--- config.mk ---
export PLATFORM = sky130hd
export DESIGN_NAME = mufc_seq
export DESIGN_NICKNAME = d
export VERILOG_FILES = /design/src/rtl/mufc_pkg.sv /design/src/rtl/mufc_seq.sv
export SDC_FILE = /design/constraint.sdc
export NUM_CORES = 1
export LEC_CHECK = 0
export ABC_AREA = 1
export BUFFER_PORTS_ARGS = -buffer_cell sky130_fd_sc_hd__buf_4
export CORE_UTILIZATION = 52
export CTS_CLUSTER_DIAMETER = 200
export CTS_CLUSTER_SIZE = 12
export DETAILED_ROUTE_END_ITERATION = 16
export PLACE_DENSITY = 0.77
export SKIP_LAST_GASP = 1
export SLEW_MARGIN = 25
export SYNTH_ARGS = -nofsm -noshare
export SYNTH_HDL_FRONTEND = slang
export SYNTH_SLANG_ARGS = --single-unit
--- constraint.sdc ---
create_clock -name i_clk -period 1.85 [get_ports i_clk]
set_input_delay 0 -clock i_clk [delete_from_list [all_inputs] [get_ports i_clk]]
set_output_delay 0 -clock i_clk [all_outputs]
set_load 0.01 [all_outputs]
--- src/rtl/mufc_pkg.sv ---
package mufc_pkg;

    localparam int MAX_COLUMNS = 32;
    localparam int MAX_ROWS    = 32;
    localparam int CELL_COUNT  = MAX_COLUMNS * MAX_ROWS;
    localparam int ADDR_W      = $clog2(CELL_COUNT);
    localparam int IDX_W       = ADDR_W + 1;
    localparam int CCNT_W      = $clog2(MAX_COLUMNS);
    localparam int MAX_DIM     = (MAX_COLUMNS > MAX_ROWS) ? MAX_COLUMNS : MAX_ROWS;
    localparam int SIZE_W      = $clog2(MAX_DIM + 1);

    localparam int ACTION_W    = 2;
    localparam int ROW_W       = 5;
    localparam int COL_W       = 5;
    localparam int LABEL_W     = 10;
    localparam int WALL_W      = 4;
    localparam int CFG_W       = 6;
    localparam int CFG_IDX_W   = 1;
    localparam int IN_TDATA_W  = 16;
    localparam int OUT_TDATA_W = 16;

    localparam logic [ACTION_W-1:0] ACT_CLEAR = 2'd0;
    localparam logic [ACTION_W-1:0] ACT_JOIN  = 2'd1;
    localparam logic [ACTION_W-1:0] ACT_READ  = 2'd2;

    localparam logic [CFG_IDX_W-1:0] CFG_COLUMNS = 1'd0;
    localparam logic [CFG_IDX_W-1:0] CFG_ROWS    = 1'd1;
    localparam logic [CFG_W-1:0]     CFG_RESET   = 6'd32;

    localparam logic [WALL_W-1:0] WALL_TOP    = 4'b0001;
    localparam logic [WALL_W-1:0] WALL_BOTTOM = 4'b0010;
    localparam logic [WALL_W-1:0] WALL_LEFT   = 4'b0100;
    localparam logic [WALL_W-1:0] WALL_RIGHT  = 4'b1000;
    localparam logic [WALL_W-1:0] WALL_CLOSED = 4'b1111;

    typedef logic [ADDR_W-1:0]  t_addr;
    typedef logic [LABEL_W-1:0] t_label;
    typedef logic [WALL_W-1:0]  t_wall;
    typedef logic [SIZE_W-1:0]  t_size;
    typedef logic [CFG_W-1:0]   t_cfg;

    typedef enum logic [3:0] {
        ST_IDLE,
        ST_CLEAR,
        ST_JOIN_A,
        ST_JOIN_B,
        ST_JOIN_C,
        ST_JOIN_D,
        ST_WALL_B,
        ST_RELABEL,
        ST_READ,
        ST_READ_W,
        ST_RESP
    } t_state;

    typedef struct packed {
        logic                direction;
        logic [COL_W-1:0]    col;
        logic [ROW_W-1:0]    row;
        logic [ACTION_W-1:0] action;
    } t_item;

    typedef struct packed {
        t_label set_label;
        t_wall  walls;
        logic   invalid;
        logic   merged;
    } t_result;

    typedef struct packed {
        logic   lbl_we;
        t_addr  lbl_waddr;
        t_label lbl_wdata;
        t_addr  lbl_raddr;
        logic   wall_we;
        t_addr  wall_waddr;
        t_wall  wall_wdata;
        t_addr  wall_raddr;
    } t_mem_req;

    function automatic t_size clamp_size(input t_cfg v, input int maxv);
        int val;
        val = int'(v);
        if (val == 0) begin
            val = 1;
        end else if (val > maxv) begin
            val = maxv;
        end
        return SIZE_W'(val);
    endfunction

    function automatic t_addr cell_addr(input int r, input int c);
        return ADDR_W'(r * MAX_COLUMNS + c);
    endfunction

endpackage

--- src/rtl/mufc_seq.sv ---
module mufc_seq (
    input  logic               i_clk,
    input  logic               i_rst_n,
    input  logic               i_start,
    input  mufc_pkg::t_item    i_item,
    input  mufc_pkg::t_size    i_cols,
    input  mufc_pkg::t_size    i_rows,
    input  mufc_pkg::t_label   i_lbl_rdata,
    input  mufc_pkg::t_wall    i_wall_rdata,
    input  logic               i_res_free,
    output logic               o_idle,
    output mufc_pkg::t_mem_req o_mem,
    output logic               o_res_valid,
    output mufc_pkg::t_result  o_res
);

    mufc_pkg::t_state r_state;
    mufc_pkg::t_state n_state;

    logic                         r_boot;
    logic                         r_merged;
    logic [mufc_pkg::IDX_W-1:0]   r_idx;
    logic [mufc_pkg::CCNT_W-1:0]  r_clr_col;
    mufc_pkg::t_label             r_clr_base;
    mufc_pkg::t_size              r_clr_cols;

    mufc_pkg::t_item   r_item;
    logic              r_inside;
    logic              r_nbad;
    mufc_pkg::t_addr   r_here;
    mufc_pkg::t_addr   r_there;
    mufc_pkg::t_label  r_a;
    mufc_pkg::t_label  r_b;
    mufc_pkg::t_wall   r_wa;
    mufc_pkg::t_wall   r_wb;
    mufc_pkg::t_label  r_lo;
    mufc_pkg::t_label  r_hi;
    mufc_pkg::t_result r_res;

    logic                       s_inside;
    logic                       s_nbad;
    int                         s_nrow;
    int                         s_ncol;
    logic                       clr_last;
    logic                       sweep_end;
    logic [mufc_pkg::IDX_W-1:0] idx_prev;

    always_comb begin
        s_inside = (int'(i_item.row) < int'(i_rows)) && (int'(i_item.col) < int'(i_cols));
        s_nrow   = int'(i_item.row) + int'(i_item.direction);
        s_ncol   = int'(i_item.col) + (i_item.direction ? 0 : 1);
        s_nbad   = (i_item.action == mufc_pkg::ACT_JOIN) && s_inside &&
                   ((s_nrow >= int'(i_rows)) || (s_ncol >= int'(i_cols)));
    end

    assign clr_last  = (r_idx == mufc_pkg::IDX_W'(mufc_pkg::CELL_COUNT - 1));
    assign sweep_end = (r_idx == mufc_pkg::IDX_W'(mufc_pkg::CELL_COUNT));
    assign idx_prev  = r_idx - mufc_pkg::IDX_W'(1);

    always_comb begin
        n_state = r_state;
        unique case (r_state)
            mufc_pkg::ST_IDLE: begin
                if (i_start) begin
                    if (i_item.action == mufc_pkg::ACT_CLEAR) begin
                        n_state = mufc_pkg::ST_CLEAR;
                    end else if ((i_item.action == mufc_pkg::ACT_JOIN) && s_inside &&
                                 !s_nbad) begin
                        n_state = mufc_pkg::ST_JOIN_A;
                    end else begin
                        n_state = mufc_pkg::ST_READ;
                    end
                end
            end
            mufc_pkg::ST_CLEAR: begin
                if (clr_last) begin
                    n_state = r_boot ? mufc_pkg::ST_IDLE : mufc_pkg::ST_READ;
                end
            end
            mufc_pkg::ST_JOIN_A: n_state = mufc_pkg::ST_JOIN_B;
            mufc_pkg::ST_JOIN_B: n_state = mufc_pkg::ST_JOIN_C;
            mufc_pkg::ST_JOIN_C: n_state = mufc_pkg::ST_JOIN_D;
            mufc_pkg::ST_JOIN_D: begin
                n_state = (r_a != r_b) ? mufc_pkg::ST_WALL_B : mufc_pkg::ST_READ;
            end
            mufc_pkg::ST_WALL_B: n_state = mufc_pkg::ST_RELABEL;
            mufc_pkg::ST_RELABEL: begin
                if (sweep_end) begin
                    n_state = mufc_pkg::ST_READ;
                end
            end
            mufc_pkg::ST_READ:   n_state = mufc_pkg::ST_READ_W;
            mufc_pkg::ST_READ_W: n_state = mufc_pkg::ST_RESP;
            mufc_pkg::ST_RESP: begin
                if (i_res_free) begin
                    n_state = mufc_pkg::ST_IDLE;
                end
            end
            default: n_state = mufc_pkg::ST_IDLE;
        endcase
    end

    always_comb begin
        o_mem            = '0;
        o_mem.lbl_raddr  = r_here;
        o_mem.wall_raddr = r_here;
        o_idle           = 1'b0;
        o_res_valid      = 1'b0;
        unique case (r_state)
            mufc_pkg::ST_IDLE: o_idle = 1'b1;
            mufc_pkg::ST_CLEAR: begin
                o_mem.lbl_we     = 1'b1;
                o_mem.lbl_waddr  = r_idx[mufc_pkg::ADDR_W-1:0];
                o_mem.lbl_wdata  = r_clr_base + mufc_pkg::LABEL_W'(r_clr_col);
                o_mem.wall_we    = 1'b1;
                o_mem.wall_waddr = r_idx[mufc_pkg::ADDR_W-1:0];
                o_mem.wall_wdata = mufc_pkg::WALL_CLOSED;
            end
            mufc_pkg::ST_JOIN_B: begin
                o_mem.lbl_raddr  = r_there;
                o_mem.wall_raddr = r_there;
            end
            mufc_pkg::ST_JOIN_D: begin
                o_mem.wall_we    = (r_a != r_b);
                o_mem.wall_waddr = r_here;
                o_mem.wall_wdata = r_wa & ~(r_item.direction ? mufc_pkg::WALL_BOTTOM
                                                              : mufc_pkg::WALL_RIGHT);
            end
            mufc_pkg::ST_WALL_B: begin
                o_mem.wall_we    = 1'b1;
                o_mem.wall_waddr = r_there;
                o_mem.wall_wdata = r_wb & ~(r_item.direction ? mufc_pkg::WALL_TOP
                                                              : mufc_pkg::WALL_LEFT);
            end
            mufc_pkg::ST_RELABEL: begin
                o_mem.lbl_raddr = r_idx[mufc_pkg::ADDR_W-1:0];
                o_mem.lbl_we    = (r_idx != '0) && (i_lbl_rdata == r_hi);
                o_mem.lbl_waddr = idx_prev[mufc_pkg::ADDR_W-1:0];
                o_mem.lbl_wdata = r_lo;
            end
            mufc_pkg::ST_RESP: o_res_valid = 1'b1;
            default: ;
        endcase
    end

    assign o_res = r_res;

    always_ff @(posedge i_clk) begin
        if (!i_rst_n) begin
            r_state    <= mufc_pkg::ST_CLEAR;
            r_boot     <= 1'b1;
            r_merged   <= 1'b0;
            r_idx      <= '0;
            r_clr_col  <= '0;
            r_clr_base <= '0;
            r_clr_cols <= mufc_pkg::clamp_size(mufc_pkg::CFG_RESET, mufc_pkg::MAX_COLUMNS);
        end else begin
            r_state <= n_state;
            unique case (r_state)
                mufc_pkg::ST_IDLE: begin
                    if (i_start) begin
                        r_merged   <= 1'b0;
                        r_idx      <= '0;
                        r_clr_col  <= '0;
                        r_clr_base <= '0;
                        r_clr_cols <= i_cols;
                    end
                end
                mufc_pkg::ST_CLEAR: begin
                    r_idx <= r_idx + mufc_pkg::IDX_W'(1);
                    if (r_clr_col == mufc_pkg::CCNT_W'(mufc_pkg::MAX_COLUMNS - 1)) begin
                        r_clr_col  <= '0;
                        r_clr_base <= r_clr_base + mufc_pkg::LABEL_W'(r_clr_cols);
                    end else begin
                        r_clr_col <= r_clr_col + mufc_pkg::CCNT_W'(1);
                    end
                    if (clr_last) begin
                        r_boot <= 1'b0;
                    end
                end
                mufc_pkg::ST_JOIN_D: begin
                    if (r_a != r_b) begin
                        r_merged <= 1'b1;
                    end
                end
                mufc_pkg::ST_WALL_B:  r_idx <= '0;
                mufc_pkg::ST_RELABEL: r_idx <= r_idx + mufc_pkg::IDX_W'(1);
                default: ;
            endcase
        end
    end

    always_ff @(posedge i_clk) begin
        unique case (r_state)
            mufc_pkg::ST_IDLE: begin
                if (i_start) begin
                    r_item   <= i_item;
                    r_inside <= s_inside;
                    r_nbad   <= s_nbad;
                    r_here   <= s_inside ? mufc_pkg::cell_addr(int'(i_item.row),
                                                               int'(i_item.col)) : '0;
                    r_there  <= mufc_pkg::cell_addr(s_nrow, s_ncol);
                end
            end
            mufc_pkg::ST_JOIN_B: begin
                r_a  <= i_lbl_rdata;
                r_wa <= i_wall_rdata;
            end
            mufc_pkg::ST_JOIN_C: begin
                r_b  <= i_lbl_rdata;
                r_wb <= i_wall_rdata;
            end
            mufc_pkg::ST_JOIN_D: begin
                r_lo <= (r_a < r_b) ? r_a : r_b;
                r_hi <= (r_a < r_b) ? r_b : r_a;
            end
            mufc_pkg::ST_READ_W: begin
                r_res.merged    <= r_merged;
                r_res.invalid   <= !r_inside || r_nbad;
                r_res.walls     <= r_inside ? i_wall_rdata : '0;
                r_res.set_label <= r_inside ? i_lbl_rdata : '0;
            end
            default: ;
        endcase
    end

endmodule

==> parameters.txt <==
Parameter                              Value

Status
  Result of the run    finished, violations left
  Violations in the final reports    DRC, setup timing

Die
  Placeable core area    ~0.014 mm^2
  Boundary Pins    117
  Width of the die    approximately 120 um
  Die Y    121 um
  Initial standard-cell utilization of the core    53.3%
  Overall die area    0.0146 mm^2
  Number of placement rows    43

Yosys
  Xor/xnor share of the synthesized area    2.50%
  Synthesized-area fraction occupied by ao, oa, aoi and oai cells    12.1%
  Share of synthesized cell area in full adder, half adder and majority cells    9.38%
  Syn_area_per_cell    8.36 um^2
  Synthesized instance count    881
  Flip-flop and latch count after synthesis    125
  Simple-gate share of the synthesized area    21.7%
  Share of the yosys chip area belonging to registers    45.8%
  Dominant combinational cell family by area after synthesis    simple AND/OR/NAND/NOR gates
  Post-synthesis cell area    0.00737 mm^2
  Yosys cell types    42
  Number of warnings issued by yosys    0
  Syn_nets    978
  Dominant synthesized flop cell    edfxtp_1
  Share of flip-flops with an asynchronous set or reset    0%
  Number of enable flip-flop cells after synthesis    87
  Portion of netlist area occupied by mux cells    0%

Placed design
  Port-buffer cells    approximately 120
  Detailed placement HPWL    14600 um
  Weighted congestion reported at the end of routability-driven placement    0.941

Clock network
  Number of buffers added by the clock tree synthesis step    17
  CTS tree    yes
  Clock sinks    between 100 and 150
  Clk slew on worst S/H paths    0.06 ns
  Worst-skew pair later-pin latency    around 0.46 ns
  Clock Root Buffer    clkbuf_16
  Clock Path Buffers    2
  Count of H-tree levels built during CTS    4

Timing
  Setup repair after global routing missed its margin    true
  Maximum operating frequency    approximately 460 MHz
  Final period utilization    117%
  Hold violation total from the final report    0
  Final Max Tran Viols    0
  Shortest clock period the worst path allows after layout    2.16 ns
  Worst setup margin    -0.311 ns
  Worst slew margin    62.6%
  Worst hold slack across all endpoints    ~0.0063 ns
  Count of endpoints failing setup in the final report    86
  Clk_skew    0.0230 ns
  Worst Max-Slew Pin Slew    approximately 0.56 ns

Pwr
  Int Pwr    5.32 mW
  Clock share of power    47.2%
  Switching share of power    25.8%
  Pleak    5.20 nW
  Overall power    7.17 mW
  Sequential share of power    41.9%
  Power Dens Cells    627 mW/mm^2
  Worst vdd ir    0.567 mV
  Share of power burned in combinational logic    10.8%
  Switching power total    1.85 mW

Drt
  Wire length after detailed routing    between 30000 and 40000 um
  Drt first pass iters    13
  Via count normalized by instance count    around 6.3
  Top layer used by detailed routing    met4
  Average wire per cell in the routed design    22.7 um
  Violation count after the first detailed-route iteration    ~1200
  Detail Route Antenna Nets    0
  Detailed-route DRC error count    4
  Routed length on met2    14400 um
  Met1 WL    10700 um
  DR vias    about 8500
  Routed met3 length    3300 um

Global routing
  Maximum number of pins on one net before global-route repair    26
  Initial antenna violation count    1
  Wire length of the first global-routing pass    36300 um
  Via count of the first global-routing pass    7300
  Combined global-route utilization of all metal layers    approximately a third
  Global route total overflow    0

Setup path
  Worst-path cell with the longest stage delay    dfxtp_1
  Critical Path Sink Type    output pin
  Series of cell instances along the critical path    inv_1 > nand2_1 > nor3_1 > nand2_2 > xor2_1 > o21ai_1 > buf_4 > buf_6
  Data arrival, critical path    2.16 ns
  Largest fanout of any net on the critical path    5
  Crit-path max cell delay    around 0.4 ns
  Critical path class    reg2out
  Crit start category    flip-flop
  Worst path required time    about 1.9 ns
  Worst R2R Setup Slack    -0.28 ns

Layout
  Area Growth Syn to Fin    55.3%
  Share of layout cells above drive strength 1    41.3%
  Most common cell after layout, fill and taps aside    buf_4
  Nets    1256
  Commonest cells after routing, fill and taps aside    buf_4, nand2_1, inv_1
  Filler instances    ~700

Worst hold path
  Type of the tightest min-delay check    in2reg

Flow run
  Max_cap viols    0
## worst max-delay path, delay by kind of cell, from the launching register on
kind | cells | cell delay [ns]
and+or+nand+nor | 3 | 0.59
buffers and inverters | 3 | 0.44
DFF | 1 | 0.40
xor gates and xnor gates | 1 | 0.16
AOI/OAI and AO/OA | 1 | 0.14
## registers in the layout, indices dropped and copies added (netlist names), 10 cells and up
signal	count
r_b	10
o_res	16
r_a	10
r_here	10
r_lo	10
r_idx	11
r_clr_base	10
r_there	10
r_hi	10
## synthesized netlist by cell type (2+ instances only)
master	instances	area (um^2)
nand3_2	2	20.0
o21ai_1	3	15.0
o2111ai_1	2	17.5
nand4_1	8	50.1
inv_2	6	22.5
xnor2_1	2	17.5
o221ai_1	12	105
nor2_2	2	12.5
ha_1	52	651
a22o_1	3	26.3
edfxtp_1	87	2610
nand3b_1	2	15.0
o21ai_0	58	290
nor3_1	6	30.0
xor2_1	19	166
nand2_2	7	43.8
o22ai_1	3	18.8
a21oi_1	50	250
or2_2	4	25.0
fa_1	2	40.0
inv_1	132	495
nor3_2	2	20.0
nor2_4	3	33.8
buf_2	3	15.0
nor2_8	2	40.0
nor2_1	74	278
dfxtp_1	38	761
nand3_1	52	260
clkbuf_1	17	63.8
o211ai_1	16	120
nand2_1	199	747
nor4_1	3	18.8
## cell type report
cell class | count | area, um^2 | area share, %
Antenna cell | 1 | 2.50 | 0.0219
Clock buffer | 21 | 440 | 3.85
Clock inverter | 11 | 118 | 1.03
Inverter | 139 | 532 | 4.65
Multi-Input combinational cell | 594 | 4260 | 37.3
Sequential cell | 125 | 3420 | 29.9
Tap cell | 180 | 225 | 1.97
Timing Repair Buffer | 282 | 2440 | 21.3
## cell families after synthesis
kind of cell               Yosys count
AOI/OAI and AO/OA                  152
and+or+nand+nor                    367
DFF                                125
buffers and inverters              162
xor gates and xnor gates            21
adders and majority gates           54
## power groups by stage
stage               clock [mW]  combinational (mW)  sequential, mW
CTS                       3.22               0.645            3.01
detailed placement           0               0.541            3.07
global route              3.46               0.826            3.00
finish                    3.39               0.778            3.01
floorplan                    0               0.282            3.07
global placement             0               0.528            3.07
## worst paths after layout
check | endpoint | from | cells past startpoint
max | o_mem[54] | r_idx[7] | 8
min | r_here[1] | i_item[8] | 4
max reg2reg | r_lo[2] | r_a[7] | 7
min reg2reg | o_res[0] | r_merged | 0
## stage by stage
stage | setup TNS [ns] | instances | worst slack (ns) | area, um^2 | util, %
finish | -9.54 | 1353 | -0.311 | 11400 | 82.8
global route | -12.95 | 1352 | -0.348 | 11400 | 82.7
CTS | -2.84 | 1324 | -0.297 | 10500 | 76.2
detailed placement | -0.739 | 1217 | -0.221 | 8870 | 64.1
global placement | -0.393 | 1217 | -0.174 | 8870 | 64.1
floorplan | 0 | 881 | 0.0483 | 7370 | -
## layer usage
| layer | GRT usage, % | vias to the layer above |
|---|---|---|
| met5 | 0 | - |
| met4 | 18.6 | 0 |
| met3 | 7.00 | 255 |
| met2 | 55.7 | 745 |
| met1 | 38.4 | 3974 |
| li1 | - | 3515 |
## what timing repair did
action                                 4_1_cts  5_1_grt
setup endpoints to repair                   65       89
setup buffers                               41       35
endpoints found under the hold margin       70        0
gates cloned                                 4        3
pin swaps                                   36       61
gates resized for setup                    132      191
hold buffers                                30        0
Power figures use the tool's default switching activity.
